$ cat config.mk
export PLATFORM = sky130hd
export DESIGN_NAME = priority_task_queue
export DESIGN_NICKNAME = d
export VERILOG_FILES = /design/src/hdl/ptq_pkg.sv /design/src/hdl/ptq_cell.sv /design/src/hdl/priority_task_queue.sv
export SDC_FILE = /design/constraint.sdc
export NUM_CORES = 1
export LEC_CHECK = 0
export BUFFER_PORTS_ARGS = -buffer_cell sky130_fd_sc_hd__clkbuf_2
export CAP_MARGIN = 20
export CORE_MARGIN = 5
export CORE_UTILIZATION = 55
export CTS_CLUSTER_DIAMETER = 60
export DETAILED_ROUTE_END_ITERATION = 16
export PLACE_DENSITY = 0.85
export RECOVER_POWER = 25
export SLEW_MARGIN = 0
export SYNTH_ARGS = -nofsm -noshare
export SYNTH_HDL_FRONTEND = slang
export SYNTH_SLANG_ARGS = --single-unit
$ cat constraint.sdc
create_clock -name i_clk -period 3.53 [get_ports i_clk]
set_input_delay 0.353 -clock i_clk [delete_from_list [all_inputs] [get_ports i_clk]]
set_output_delay 0.353 -clock i_clk [all_outputs]
set_load 0.1 [all_outputs]
$ cat src/hdl/ptq_pkg.sv
// ptq_pkg: shared types and constants of the priority task queue.
// Used by ptq_cell and priority_task_queue; depends on nothing.
`timescale 1ns / 1ps

package ptq_pkg;

    // Number of cells in the chain (2 .. 256).
    localparam int QUEUE_DEPTH = 16;
    localparam int COUNT_W     = $clog2(QUEUE_DEPTH + 1);
    localparam int PENDING_W   = 5;
    localparam int ID_W        = 16;
    localparam int PRIO_W      = 8;
    localparam int KIND_W      = 2;

    typedef logic [COUNT_W-1:0] t_count;

    typedef struct packed {
        logic [ID_W-1:0]   id;
        logic [PRIO_W-1:0] prio;
        logic [KIND_W-1:0] kind;
    } t_entry;

    // Command broadcast to every cell for one word.
    typedef struct packed {
        logic   ins;
        logic   disp;
        t_entry entry;
    } t_cell_cmd;

    // What a cell hands to its neighbors.
    typedef struct packed {
        logic   valid;
        logic   beats;   // new entry goes ahead of this cell's entry
        t_entry entry;
    } t_cell_link;

    typedef enum logic [1:0] {
        OUT_QUEUED     = 2'd0,
        OUT_DROPPED    = 2'd1,
        OUT_DISPATCHED = 2'd2,
        OUT_IDLE       = 2'd3
    } t_outcome;

endpackage

$ cat src/hdl/ptq_cell.sv
// ptq_cell: one slot of the sorted cell chain.
// Depends on ptq_pkg for the entry, command and link types.
`timescale 1ns / 1ps

module ptq_cell (
    input  logic               i_clk,
    input  logic               i_rst_n,
    input  ptq_pkg::t_cell_cmd i_cmd,
    input  ptq_pkg::t_cell_link i_left,
    input  ptq_pkg::t_cell_link i_right,
    output ptq_pkg::t_cell_link o_link
);
    import ptq_pkg::*;

    logic   r_valid;
    logic   n_valid;
    t_entry r_entry;
    t_entry n_entry;
    logic   beats;

    // Strictly greater keeps arrival order among equal priorities.
    assign beats = !r_valid || (i_cmd.entry.prio > r_entry.prio);

    always_comb begin
        n_valid = r_valid;
        n_entry = r_entry;
        if (i_cmd.ins) begin
            if (i_left.beats) begin
                // shift right: take the neighbor's entry
                n_valid = i_left.valid;
                n_entry = i_left.entry;
            end else if (beats) begin
                n_valid = 1'b1;
                n_entry = i_cmd.entry;
            end
        end else if (i_cmd.disp) begin
            // shift left toward the head
            n_valid = i_right.valid;
            n_entry = i_right.entry;
        end
    end

    always_ff @(posedge i_clk) begin
        if (!i_rst_n) begin
            r_valid <= 1'b0;
        end else begin
            r_valid <= n_valid;
        end
    end

    always_ff @(posedge i_clk) begin
        r_entry <= n_entry;
    end

    assign o_link.valid = r_valid;
    assign o_link.beats = beats;
    assign o_link.entry = r_entry;

endmodule

$ cat src/hdl/priority_task_queue.sv
// priority_task_queue: bounded priority queue with first-come order among equal priorities.
// Depends on ptq_pkg and ptq_cell (one cell per queue slot).
`timescale 1ns / 1ps
//
//  channel | direction | handshake                 | word
//  --------+-----------+---------------------------+---------------------------------------
//  in      | into      | i_in_valid / o_in_stall   | mode, task id, priority, kind
//  out     | out of    | o_out_valid / i_out_stall | outcome, id, priority, kind, pending
//
//  Each accepted word updates the whole chain together; its result word sits in the
//  output register from the next cycle on. A new word is taken whenever that register is
//  empty or is being taken in the same cycle, so one word per cycle flows when the output
//  side does not stall. Reset (synchronous, active low) empties every cell and the output
//  register at once. While the output register holds a word and the output side stalls,
//  o_in_stall is high.
//
//  The chain is kept sorted: cell 0 holds the highest priority, the earliest arrival first
//  among equals. An insert drops the new word into the first cell whose entry it beats and
//  shifts the rest right; a dispatch takes cell 0 and shifts everything left.

module priority_task_queue (
    input  logic                      i_clk,
    input  logic                      i_rst_n,
    input  logic                      i_in_valid,
    output logic                      o_in_stall,
    input  logic                      i_mode,
    input  logic [ptq_pkg::ID_W-1:0]  i_task_id,
    input  logic [ptq_pkg::PRIO_W-1:0] i_task_priority,
    input  logic [ptq_pkg::KIND_W-1:0] i_task_kind,
    output logic                      o_out_valid,
    input  logic                      i_out_stall,
    output logic [1:0]                o_outcome,
    output logic [ptq_pkg::ID_W-1:0]  o_out_id,
    output logic [ptq_pkg::PRIO_W-1:0] o_out_priority,
    output logic [ptq_pkg::KIND_W-1:0] o_out_kind,
    output logic [ptq_pkg::PENDING_W-1:0] o_pending
);
    import ptq_pkg::*;

    localparam int WIDE_W = (COUNT_W > PENDING_W) ? COUNT_W : PENDING_W;

    // Control state
    logic     r_out_valid;
    logic     n_out_valid;
    t_count   r_count;
    t_count   n_count;

    // Output word
    t_outcome r_outcome;
    t_outcome n_outcome;
    t_entry   r_res;
    t_entry   n_res;
    logic [PENDING_W-1:0] r_pending;
    logic [PENDING_W-1:0] n_pending;

    logic      in_accept;
    logic      out_take;
    logic      full;
    logic      empty;
    t_cell_cmd cmd;
    t_entry    new_entry;
    logic [WIDE_W-1:0] count_ext;

    t_cell_link links [QUEUE_DEPTH];
    t_cell_link edge_left;
    t_cell_link edge_right;
    logic [QUEUE_DEPTH-1:0] valid_vec;

    // Handshake: hold the input while the result register is full and stalled.
    assign o_in_stall = r_out_valid && i_out_stall;
    assign in_accept  = i_in_valid && !o_in_stall;
    assign out_take   = r_out_valid && !i_out_stall;

    assign full  = (r_count == COUNT_W'(QUEUE_DEPTH));
    assign empty = (r_count == '0);

    assign new_entry.id   = i_task_id;
    assign new_entry.prio = i_task_priority;
    assign new_entry.kind = i_task_kind;

    // Broadcast the word to every cell; drop inserts when full, idle dispatches when empty.
    assign cmd.ins   = in_accept && !i_mode && !full;
    assign cmd.disp  = in_accept && i_mode && !empty;
    assign cmd.entry = new_entry;

    // Chain ends: nothing beats beyond the head, nothing valid past the tail.
    assign edge_left.valid  = 1'b0;
    assign edge_left.beats  = 1'b0;
    assign edge_left.entry  = '0;
    assign edge_right.valid = 1'b0;
    assign edge_right.beats = 1'b0;
    assign edge_right.entry = '0;

    for (genvar g = 0; g < QUEUE_DEPTH; g++) begin : g_cell
        t_cell_link left_in;
        t_cell_link right_in;

        if (g == 0) begin : g_head
            assign left_in = edge_left;
        end else begin : g_mid_l
            assign left_in = links[g-1];
        end

        if (g == QUEUE_DEPTH - 1) begin : g_tail
            assign right_in = edge_right;
        end else begin : g_mid_r
            assign right_in = links[g+1];
        end

        ptq_cell u_cell (
            .i_clk   (i_clk),
            .i_rst_n (i_rst_n),
            .i_cmd   (cmd),
            .i_left  (left_in),
            .i_right (right_in),
            .o_link  (links[g])
        );

        assign valid_vec[g] = links[g].valid;
    end

    // Next count and result word.
    always_comb begin
        n_count   = r_count;
        n_outcome = r_outcome;
        n_res     = r_res;
        if (in_accept) begin
            n_res = '0;
            if (!i_mode) begin
                if (full) begin
                    n_outcome = OUT_DROPPED;
                end else begin
                    n_outcome = OUT_QUEUED;
                    n_count   = r_count + COUNT_W'(1);
                end
            end else begin
                if (empty) begin
                    n_outcome = OUT_IDLE;
                end else begin
                    n_outcome = OUT_DISPATCHED;
                    n_res     = links[0].entry;
                    n_count   = r_count - COUNT_W'(1);
                end
            end
        end
    end

    // Pending reports the count masked to its field width.
    assign count_ext = WIDE_W'(n_count);
    assign n_pending = in_accept ? count_ext[PENDING_W-1:0] : r_pending;

    always_comb begin
        n_out_valid = r_out_valid;
        if (in_accept) begin
            n_out_valid = 1'b1;
        end else if (out_take) begin
            n_out_valid = 1'b0;
        end
    end

    always_ff @(posedge i_clk) begin
        if (!i_rst_n) begin
            r_out_valid <= 1'b0;
            r_count     <= '0;
        end else begin
            r_out_valid <= n_out_valid;
            r_count     <= n_count;
        end
    end

    always_ff @(posedge i_clk) begin
        r_outcome <= n_outcome;
        r_res     <= n_res;
        r_pending <= n_pending;
    end

    assign o_out_valid    = r_out_valid;
    assign o_outcome      = r_outcome;
    assign o_out_id       = r_res.id;
    assign o_out_priority = r_res.prio;
    assign o_out_kind     = r_res.kind;
    assign o_pending      = r_pending;

    // Count never passes the number of cells.
    a_count_bound : assert property (@(posedge i_clk) disable iff (!i_rst_n)
        r_count <= COUNT_W'(QUEUE_DEPTH))
        else $error("queue count above depth");

    // Occupied cells match the count.
    a_count_cells : assert property (@(posedge i_clk) disable iff (!i_rst_n)
        $countones(valid_vec) == int'(r_count))
        else $error("cell valid bits disagree with count");

    // Head is never outranked by its neighbor.
    a_head_sorted : assert property (@(posedge i_clk) disable iff (!i_rst_n)
        links[1].valid |-> (links[0].valid && links[0].entry.prio >= links[1].entry.prio))
        else $error("chain not sorted at head");

    // An accepted word always leaves a result in the output register.
    a_result_follows : assert property (@(posedge i_clk) disable iff (!i_rst_n)
        in_accept |=> o_out_valid)
        else $error("accepted word produced no result");

endmodule
; Word level (Yosys, flattened, before mapping)
; Index checks and enable logic that the tools add are counted.
[word_totals]
register_bits = 471
input_bits = 31
[op_classes]
n_addsub = 2
magnitude_cmp = 16
n_eq_ne = 17
mux = 135
bitwise = 1
reduce_logical = 64
[op_table]
columns = operator, count
row1 = $mux W26, 63
row2 = $gt A8 B8 Y1, 16
row3 = $mux W1, 67
row4 = $ne A3 B1 Y1 const B, 15
row5 = $reduce_and A2 Y1, 16
row6 = $logic_not A1 Y1, 21
row7 = $mux W5, 4
row8 = $logic_or A1 B1 Y1, 16
row9 = $logic_and A1 B1 Y1, 7
row10 = $add A5 B1 Y5 const B, 1
row11 = $eq A5 B5 Y1 const B, 1
row12 = $logic_not A5 Y1, 1
row13 = $sub A5 B1 Y5 const B, 1
row14 = $reduce_bool A2 Y1, 2
row15 = $mux W2, 1
row16 = $ne A2 B1 Y1 const B, 1
row17 = $reduce_or A2 Y1, 1
row18 = $not A1 Y1, 1

; Longest topological paths before layout
; Gate-level depths: netlist of the first run.
[depth]
ltp_word = 7
depth_mapped = 11

; Modules after synthesis
; Synthesis of the first run repeated with hierarchy kept, for this count alone.
[unflattened]
hier_cells = 2558
area_unflattened_um2 = 28168.3
[by_module_without_submodules]
columns = module, n_inst, cells_each, area_per_inst_um2, seq_area_each_um2
row1 = ptq_cell, 16, 152, 1656.6, 800.8
row2 = priority_task_queue, 1, 126, 1662.8, 1111.1

; Worst setup path after synthesis of the first run
; Ideal clock, no wire load.
[synth_timing]
path_type = register to register
startpoint = reg r_out_valid (netlist: o_out_valid)
endpoint = reg g_cell[13].u_cell.r_entry, in the netlist g_cell[13].u_cell.o_link[0], enable pin
setup_ps = 418
t_arrival_ps = 3538
required_ps = 3112
slack_ps = -425
path_stages_with_launch = 9
n_path_buf = 2
period_less_slack_ps = 3955
cell_sequence = dfxtp_1 -> nand2_1 -> nand2_1 -> inv_2 -> nand2_2 -> buf_4 -> buf_4 -> nor2_1 -> a21oi_1
[synth_via]
elab_chain_cells = 7
[synth_rtl]
columns = element, line_no
row1 = "start, declared", priority_task_queue.sv:43  ; logic r_out_valid;
row2 = "start signal, assigned", priority_task_queue.sv:166  ; r_out_valid <= n_out_valid;
row3 = $logic_and A1 B1 Y1 (*), priority_task_queue.sv:70  ; assign o_in_stall = r_out_valid && i_out_stall;
row4 = $logic_not A1 Y1 (*), priority_task_queue.sv:71  ; assign in_accept = i_in_valid && !o_in_stall;
row5 = $logic_and A1 B1 Y1 (*), priority_task_queue.sv:71
row6 = via in_accept, priority_task_queue.sv:56  ; logic in_accept;
row7 = "$logic_and A1 B1 Y1, on equally long branches (2 in series)", "priority_task_queue.sv:82, priority_task_queue.sv:83"
row8 = $ne A3 B1 Y1 (no line) / $reduce_bool A2 Y1 (equally long branches), --
row9 = $reduce_and A2 Y1 (no line) (*), --
row10 = "end signal, assigned", ptq_cell.sv:52  ; r_entry <= n_entry;
row11 = "end, declared", ptq_cell.sv:17  ; t_entry r_entry;
; The timed path passes the listed nets; every way through them passes the cells marked *.
; A chain may end at the register's enable or synchronous reset.

; Worst setup path after layout of the first run
[layout_timing]
startpoint = reg r_count[0]
endpoint = reg g_cell[8].u_cell.r_entry, in the netlist g_cell[8].u_cell.o_link[21], enable pin
[layout_via]
elab_chain_cells = 5
[layout_rtl]
columns = element, line_no
row1 = "start, declared", priority_task_queue.sv:45  ; t_count r_count;
row2 = "start signal, assigned", priority_task_queue.sv:167  ; r_count <= n_count;
row3 = $eq A5 B5 Y1 / $logic_not A5 Y1 (equally long branches), "priority_task_queue.sv:74, priority_task_queue.sv:75"
row4 = "$logic_not A1 Y1, on equally long branches", "priority_task_queue.sv:82, priority_task_queue.sv:83"
row5 = "$logic_and A1 B1 Y1, on equally long branches", "priority_task_queue.sv:82, priority_task_queue.sv:83"
row6 = $ne A3 B1 Y1 (no line) / $reduce_bool A2 Y1 (equally long branches), --
row7 = $reduce_and A2 Y1 (no line) (*), --
row8 = "end signal, assigned", ptq_cell.sv:52
row9 = "end, declared", ptq_cell.sv:17
; Every way passes the cells marked *; elsewhere a longest branch is shown, timed or not.

==> run metrics, run 1 <==
pre-CTS worst setup slack=approximately 0.17 ns; first-pass GRT wire length=108,000 um; clk sinks=471; clk_skew=roughly 0.010 ns; Yosys warnings=0; antenna-violating nets left=0; DPL Wire Length=between 40,000 and 50,000 um; ys async rst share=0%; deepest clock path buffer count=3; Clock Latency Late Sink=approximately 0.6 ns; final hold vios=0; Slew @ Worst Pin=about 1.2 ns; Final min period=between 3 and 4 ns; CP max stage cell=a31oi_4; min-delay worst type=primary input to flop; Setup CP Type=flop to flop; layout cells sized above 1=10.2%; row count=80; worst hold path depth=4; RR Endpoint=g_cell[8].u_cell.o_link[21]; drt wl/cell=roughly 22 um; Post-CTS Setup Bufs=0; Core Region=about 48,000 um^2; largest area contributor in the netlist=edfxtp_1; Max VDD drop=between 400 and 500 uV; CTS Root Cell=clkbuf_16; Hold-fix buffers, CTS=1; CTS tree=built; status=complete, no violations; Final Cycle Share=92.5%; syn_nets=2,651; vias per cell=6.43; Inserted Clock Buffers=just under 50; Vias=~20,000; Layout Nets=about 2,600; count of final setup violators=0; RSZ-0062 raised after global routing=no; Syn Inst Count=~2,500; Max Freq=just over 300 MHz; Worst Path Arrival=3.47 ns; max-slew violations=0; post-route setup slack=around 0.27 ns; main area contributors after synthesis=edfxtp_1, mux2i_1, ha_1; vias in the first global route=20,536; CP cell instances=inv_1 -> ha_1 -> nor3b_1 -> a21o_1 -> nor2_4 -> buf_4 -> a31oi_4; Die Ht=approximately 230 um; Worst-path clk slew=0.06 ns; crit-path max FO=55; Worst Setup Start Kind=flop; Initial Util=55.5%; slew margin rel.=between 15 and 20%; placed cell count=just over 3,000; initial antenna violation count=3; drt total wl=about 68,000 um; Post-synth EDFFs=between 400 and 500; PortBufs=65; Placer Congestion=about 0.94; total iterations of the first detailed-routing run=6; DR iter-0 viols=2,407; reg2reg path depth=7; Die W=around 230 um; Tot GR Track Use=24.9%; CP bufs+invs=2; slowest stage delay, CP=0.91 ns; R2R setup slack=0.27 ns; largest net degree at the start of global routing=about 110; mapped cell area=26,400 um^2; worst r2r src=r_count[0]; worst hold endpoint=o_out_valid; Pwr per Cell Area=561 nW/um^2; gr ovfl total=0; post-CTS sizing=0; leakage dissipation=11.4 nW; Non-Filler Instances=approximately 3,100; Max-Cap Viols=0; Area growth syn-to-layout=9.95%; Netlist cell types=67; WP data required=around 3.7 ns; post-synth top area share=about half; HP Start=i_out_stall; CP Capture Type=flop; drt drc=0; Avg Synthesized Cell Area=10.6 um^2; H-Tree Depth=2; FF+latch count, synth=471; I/O pin count=66; CP delay by family, top=compound AO/OA/AOI/OAI gates; Top FF cell, synth=edfxtp_1; die area=roughly 53,000 um^2; Seq/Total Area, Yosys=approximately 53%
## state kept, by name, summed over array words and instances (netlist names)
name	cells
g_cell.u_cell.o_link	416
o_out_id	16
o_pending	5
o_out_valid	1
o_out_priority	8
g_cell.u_cell.r_valid	16
o_out_kind	2
r_count	5
o_outcome	2
## cell families (layout without fill, tap and decap cells)
logic type / count (synthesis) / after routing / synth area share [%]
adders and majority gates: 130 / 130 / 6.16
and+or+nand+nor: 779 / 779 / 13.0
xor gates and xnor gates: 1 / 1 / 0.0332
buffers and inverters: 322 / 359 / 5.90
muxes: 208 / 208 / 7.88
AOI/OAI and AO/OA: 579 / 579 / 14.3
DFF: 471 / 471 / 52.7
other: 0 / 1 / 0
## synth_stat cells, types with 8 or more instances
master      n
edfxtp_1  449
nand2_1   302
mux2i_1   208
a21oi_1   206
nor2_1    197
nand3_1   181
ha_1      130
inv_1     126
o211ai_1  103
buf_2      95
o21ai_0    95
clkbuf_1   51
a21oi_2    39
o221ai_1   36
buf_4      33
and2_1     26
nand4_1    25
dfxtp_1    22
nor2b_1    17
o211a_1    11
a21o_1      9
buf_6       9
o21ai_1     9
a22oi_1     8
and3_1      8
o211ai_2    8
o31ai_1     8
## tightest hold or removal path, stage by stage
cell and delay (ns):
clkbuf_2 0.07, nand2_1 0.06, inv_1 0.07, o21a_1 0.10
## final cells by class
type	instances	area (um^2)
well taps	615	769
diodes	1	2.50
clock buffers	52	1260
flip-flops and latches	471	13900
inverters	127	477
repair buffers	141	1010
multi-input cells	1697	11100
clock inverters	39	546
fillers	3623	18600
## placed cells by master (no fill, tap or decap), types with 98 or more instances in the layout
cell type and n:
a21oi_1 204, inv_1 127, nand3_1 178, nor2_1 196, ha_1 130, o21ai_0 98
edfxtp_1 449, o211ai_1 106, nand2_1 302, mux2i_1 208
## metal layers
layer  GRT usage [%]  part of all wire (%)  vias up
li1                -                     -     9150
met4            8.96                   3.5        4
met2            43.3                    50      994
met1            31.9                    39     9880
met5               0                 0.037        -
met3            3.65                   7.5      186
## through the flow
step                      utilization (%)  TNS (ns)  instance area, um^2  hold slack [ns]  power [mW]
final                                61.0         0                29100            0.110        16.3
after global routing                 61.0         0                29100            0.167        16.9
after CTS                            61.3         0                29200            0.105        16.3
after detailed placement             57.5         0                27400            0.547        10.5
after global placement               57.4         0                27400            0.544        10.3
after floorplan                         -    -24.04                26400            0.452        9.62
## power by group
part,leakage [nW],internal [mW],switching [mW]
registers,4.43,6.96,0.361
clock network,0.869,3.49,2.34
logic,6.11,0.984,2.16
total,11.4,11.4,4.85
## how the worst max path moves through the flow
stage	startpoint	to	cells after the start	slack (ns)
after global placement	i_task_priority[0]	g_cell[12].u_cell.o_link[9]	11	0.31
after floorplan	o_out_valid	g_cell[15].u_cell.o_link[0]	6	-0.18
after detailed placement	i_task_priority[0]	g_cell[12].u_cell.o_link[9]	11	0.17
after CTS	r_count[0]	g_cell[12].u_cell.o_link[9]	9	0.29
final	r_count[0]	g_cell[8].u_cell.o_link[21]	7	0.27
after global routing	r_count[0]	g_cell[11].u_cell.o_link[18]	10	0.16
(Power assumes the default switching activity.)
==> run 2: changes to the inputs <==
--- a/config.mk
+++ b/config.mk
@@ -8,11 +8,12 @@
 export BUFFER_PORTS_ARGS = -buffer_cell sky130_fd_sc_hd__clkbuf_2
 export CAP_MARGIN = 20
 export CORE_MARGIN = 5
-export CORE_UTILIZATION = 55
+export CORE_UTILIZATION = 30
 export CTS_CLUSTER_DIAMETER = 60
+export CTS_CLUSTER_SIZE = 8
 export DETAILED_ROUTE_END_ITERATION = 16
-export PLACE_DENSITY = 0.85
-export RECOVER_POWER = 25
+export PLACE_DENSITY = 0.57
+export RECOVER_POWER = 50
 export SLEW_MARGIN = 0
 export SYNTH_ARGS = -nofsm -noshare
 export SYNTH_HDL_FRONTEND = slang
==> run metrics, run 2 (synthesized netlist as in run 1, its figures left out) <==
vias in the first global route=19,692 (-4.1%); cell mode on critical path=nor2_1; clk sinks=471 (unchanged); slew margin rel.=16.6% (-1.4 points); max-slew violations=0 (unchanged); final hold vios=0 (unchanged); row count=108 (+35%); Layout Nets=2,682 (+1.3%); I/O pin count=66 (unchanged); CP Capture Type=flop; Combinational Power Share=19.0% (-0.3 points); leakage dissipation=11.5 nW (+1.0%); Max VDD drop=370 uV (-9.4%); commonest non-fill, non-tap cell in the layout=edfxtp_1; Worst Path Arrival=3.43 ns (-0.04 ns); drt total wl=72,900 um (+6.9%); worst r2r src=r_count[0]; slowest stage delay, CP=0.71 ns (-0.20 ns); most frequent cells in the layout=edfxtp_1, nand2_1, a21oi_1; Sw Share=29.9% (+0.14 points); WP data required=3.76 ns (+0.03 ns); vias per cell=5.27 (-18%); initial antenna violation count=1 (-2); Die Ht=307 um (+34%); fill count=8,825 (+140%); CTS tree=built; Tot GR Track Use=15.0% (-9.9 points); drt drc=0 (unchanged); Max-Cap Viols=0 (unchanged); reg2reg path depth=9 (+2); Reg power frac=44.4% (-0.5 points); Clk pwr share=36.7% (+0.9 points); cell internal pwr=11.6 mW (+1.1%); top sig layer=met5; crit-path max FO=22 (-60%); DRT met1 WL=33,200 um (+24%); Core Region=87,200 um^2 (+83%); DR iter-0 viols=1,595 (-34%); Crit. Startpoint=r_count[0]; Power, Total=16.5 mW (+1.3%); HP Start=i_out_stall; deepest clock path buffer count=3 (unchanged); Worst Setup Start Kind=flop; max reg flops=416 (unchanged); gr ovfl total=0 (unchanged); Vias=19,467 (-3.7%); RR Endpoint=g_cell[11].u_cell.o_link[22]; min-delay worst type=primary input to flop; PortBufs=65 (unchanged); Area growth syn-to-layout=13.2%; metal3 WL=4080 um (-20%); final hold slack=0.0873 ns (-0.0228 ns); post-CTS sizing=0 (unchanged); H-Tree Depth=3 (+1); Post-CTS Setup Bufs=0 (unchanged); worst hold endpoint=o_out_valid; area of the multi-input gates=11,000 um^2 (-0.46%); largest net degree at the start of global routing=92 (-19%); antenna-violating nets left=0 (unchanged); switching power=4.94 mW (+1.8%); Setup TNS=0 ns (unchanged); Initial Util=30.3% (-25 points); Max Freq=313 MHz (+2.0%); Reg area=13,900 um^2 (unchanged); RSZ-0062 raised after global routing=no; clk_skew=0.0203 ns (+0.00979 ns); first-pass GRT wire length=113,000 um (+4.7%); Inserted Clock Buffers=69 (+41%); Die W=307 um (+34%); DPL Wire Length=49,900 um (+6.6%); Worst-path clk slew=0.05 ns (about the same); WL met2=34,000 um (+0.30%); Antenna Cells=0 (-1); Placer Congestion=0.843 (-11%); drt wl/cell=19.7 um (-9.1%); worst hold path depth=4 (unchanged); Pwr per Cell Area=552 nW/um^2 (-1.6%); R2R setup slack=0.33 ns (+0.06 ns); Final Cycle Share=90.6% (-1.8 points); CP max stage cell=clkbuf_2; CP cell instances=inv_1 -> ha_1 -> nor3b_2 -> a21o_1 -> nor2_4 -> nand4_1 -> nor2_1 -> nor2_1 -> clkbuf_2; Slew @ Worst Pin=1.24 ns (+0.00231 ns); total iterations of the first detailed-routing run=5 (-1); count of final setup violators=0 (unchanged); Final min period=3.20 ns (-0.0649 ns); Setup CP Type=flop to flop; die area=94,100 um^2 (+79%); Clock Latency Late Sink=0.61 ns (+0.02 ns); layout cells sized above 1=9.45% (-0.76 points); status=complete, no violations; CTS Root Cell=clkbuf_16
-- run 2: what timing repair did --
action	CTS	global route
setup endpoints to repair	0	0
hold endpoints to repair	1	0
hold buffers	1	0
-- run 2: worst max path at each step --
stage                                              end  depth (start not counted)
final                     g_cell[11].u_cell.o_link[22]                          9
after global routing       g_cell[7].u_cell.o_link[19]                          9
after CTS                  g_cell[15].u_cell.o_link[1]                          8
after floorplan            g_cell[15].u_cell.o_link[0]                          6
after global placement    g_cell[15].u_cell.o_link[17]                          8
after detailed placement   g_cell[3].u_cell.o_link[13]                          8
-- run 2: power by group through the flow --
stage                     Clock [mW]  Combinational (mW)  Sequential (mW)
after floorplan                    0                1.97             7.65
after global placement             0                3.16             7.42
after global routing            6.43                3.45             7.39
after CTS                       6.20                3.22             7.32
final                           6.05                3.13             7.32
after detailed placement           0                3.21             7.42
-- run 2: area by class of cell --
class / instances / area share [%]
multi-input combinational: 1697 / 36.8
tap: 1155 / 4.83
timing repair buffer: 155 / 3.89
clock buffer: 83 / 6.09
inverter: 127 / 1.59
sequential: 471 / 46.6
clock inverter: 6 / 0.201
-- run 2: critical path: cells and delay by family, from the launching register on --
family,cells,cell delay [ns]
AO/OA/AOI/OAI,1,0.26
adder cells (fa/ha/maj),1,0.20
buffers and inverters,2,0.78
flip-flops,1,0.35
AND/OR/NAND/NOR,5,1.19
-- run 2: through the flow --
step / setup WS, ns / cells / instance area [um^2] / util [%]
2_1_floorplan: -0.177 / 2490 / 26400 / -
3_3_place_gp: 0.434 / 3604 / 28300 / 32.5
3_5_place_dp: 0.379 / 3604 / 28300 / 32.5
4_1_cts: 0.505 / 3694 / 30200 / 34.6
5_1_grt: 0.181 / 3694 / 29900 / 34.3
6_report: 0.330 / 3694 / 29900 / 34.3
-- run 2: metal layers --
metal,track usage [%],vias up
met5,0,-
met4,4.08,2
met2,24.7,505
li1,-,9192
met1,20.5,9665
met3,2.90,103
==> run 3: changes to the inputs <==
--- a/config.mk
+++ b/config.mk
@@ -5,7 +5,7 @@
 export SDC_FILE = /design/constraint.sdc
 export NUM_CORES = 1
 export LEC_CHECK = 0
-export BUFFER_PORTS_ARGS = -buffer_cell sky130_fd_sc_hd__clkbuf_2
+export BUFFER_PORTS_ARGS = -buffer_cell sky130_fd_sc_hd__buf_2
 export CAP_MARGIN = 20
 export CORE_MARGIN = 5
 export CORE_UTILIZATION = 30
==> run metrics, run 3 (synthesized netlist as in run 1, its figures left out) <==
worst r2r src=g_cell[7].u_cell.o_link[5]; PortBufs=65 (unchanged); Worst Setup Start Kind=flop; Setup CP Type=flop to flop; CP Capture Type=flop; CP cell instances=inv_1 -> ha_1 -> and3_1 -> a221o_1 -> a22oi_1 -> and2_0 -> a31oi_4 -> clkbuf_2; leakage dissipation=11.5 nW (about the same); final hold slack=0.0784 ns (-0.00898 ns); Finished Cell Area=29,900 um^2 (about the same); Placer Congestion=0.812 (-3.6%); CP max stage cell=clkbuf_2; most frequent cells in the layout=edfxtp_1, nand2_1, a21oi_1; area of placed instances=28,300 um^2 (about the same); drt total wl=69,100 um (-5.2%); Final Cycle Share=88.3% (-2.4 points); vias per cell=5.20 (-1.4%); gr ovfl total=0 (unchanged); largest net degree at the start of global routing=85 (-7.6%); Max VDD drop=350 uV (-5.5%); I/O pin count=66 (unchanged); Worst Path Arrival=3.29 ns (-0.14 ns); DPL Wire Length=47,600 um (-4.6%); Vias=19,159 (-1.6%); row count=108 (unchanged); layout cells sized above 1=9.64% (+0.19 points); Pwr per Cell Area=552 nW/um^2 (about the same); Final min period=3.12 ns (-0.0836 ns); crit-path max FO=26 (+18%); commonest non-fill, non-tap cell in the layout=edfxtp_1; Max-Cap Viols=0 (unchanged); Tot GR Track Use=14.4% (-0.67 points); vias in the first global route=19,571 (-0.61%); Core Region=87,200 um^2 (unchanged); clk sinks=471 (unchanged); final hold vios=0 (unchanged); RSZ-0062 raised after global routing=no; slew margin rel.=15.1% (-1.5 points); drt drc=0 (unchanged); Worst-path clk slew=0.05 ns (about the same); max-slew violations=0 (unchanged); max reg flops=416 (unchanged); Setup TNS=0 ns (unchanged); HP Start=i_out_stall; pre-CTS worst setup slack=0.439 ns (+0.0603 ns); post-route setup slack=0.414 ns (+0.0836 ns); CTS tree=built; Initial Util=30.3% (unchanged); H-Tree Depth=3 (unchanged); Max Freq=321 MHz (+2.7%); status=complete, no violations; Inserted Clock Buffers=69 (unchanged); slowest stage delay, CP=0.51 ns (-0.20 ns); DR iter-0 viols=1,447 (-9.3%); Slew @ Worst Pin=1.26 ns (+0.0223 ns); Die Ht=307 um (unchanged); Die W=307 um (unchanged); Area growth syn-to-layout=13.1% (about the same); post-CTS sizing=0 (unchanged); Final Util=34.3% (about the same); WP data required=3.70 ns (-0.06 ns); deepest clock path buffer count=3 (unchanged); initial antenna violation count=2 (+1); first-pass GRT wire length=110,000 um (-2.7%); clk_skew=0.0161 ns (-0.00422 ns); count of final setup violators=0 (unchanged); Layout Nets=2,674 (-0.30%); CTS Root Cell=clkbuf_16; min-delay worst type=primary input to flop; die area=94,100 um^2 (unchanged); antenna-violating nets left=0 (unchanged); total iterations of the first detailed-routing run=5 (unchanged); Clock Latency Late Sink=0.61 ns (about the same); Crit. Startpoint=g_cell[7].u_cell.o_link[5]; drt wl/cell=18.7 um (-5.0%)
[run 3: changes by cell type in the layout (fill, tap and decap cells not counted), moves of 3 or more]
cell	change
and2_0	+3
and2_1	-3
buf_12	-3
buf_2	+29
buf_4	+4
clkbuf_1	-14
clkbuf_2	-26
inv_6	-3
o21ai_0	-6
o21ai_1	+6
[run 3: timing repair]
action	in CTS	in global routing
endpoints found under the setup margin	0	0
endpoints found under the hold margin	1	0
hold buffers	1	0
buffers inserted	0	0
[run 3: per-stage QoR]
step	power (mW)	std cells
after floorplan	9.62	2490
after global placement	10.5	3596
after detailed placement	10.6	3596
after CTS	16.8	3686
after global routing	17.3	3686
final	16.5	3687
[run 3: final timing paths]
path	endpoint	slack (ns)	cells past startpoint
max	g_cell[8].u_cell.o_link[20]	0.41	8
min	o_out_valid	0.08	4
max reg2reg	g_cell[8].u_cell.o_link[20]	0.41	8
min reg2reg	g_cell[0].u_cell.o_link[13]	0.55	2
[run 3: final cells by class]
| cell class | instances | area, um^2 |
|---|---|---|
| Tap cell | 1155 | 1450 |
| Timing Repair Buffer | 147 | 1100 |
| Clock inverter | 8 | 105 |
| Fill cell | 8861 | 57300 |
| Inverter | 127 | 477 |
| Sequential cell | 471 | 13900 |
| Multi-Input combinational cell | 1697 | 11000 |
| Antenna cell | 1 | 2.50 |
| Clock buffer | 81 | 1810 |
[run 3: worst max-delay path: cells and delay by family, from the launching register on]
family	cells	cell delay, ns
DFF	1	0.43
buffers and inverters	2	0.59
AOI/OAI and AO/OA	3	0.70
and+or+nand+nor	2	0.69
adders and majority gates	1	0.23
[run 3: layer usage]
metal	vias to the layer above	part of all wire, %	track usage, %
met5	-	0.019	0
met4	2	1.8	3.70
met3	97	3.9	2.30
met2	340	46	23.5
met1	9535	48	20.0
li1	9185	-	-
[run 3: where the power goes]
part / switching [mW] / internal, mW
clock network: 2.48 / 3.62
logic: 2.09 / 0.990
registers: 0.339 / 6.97
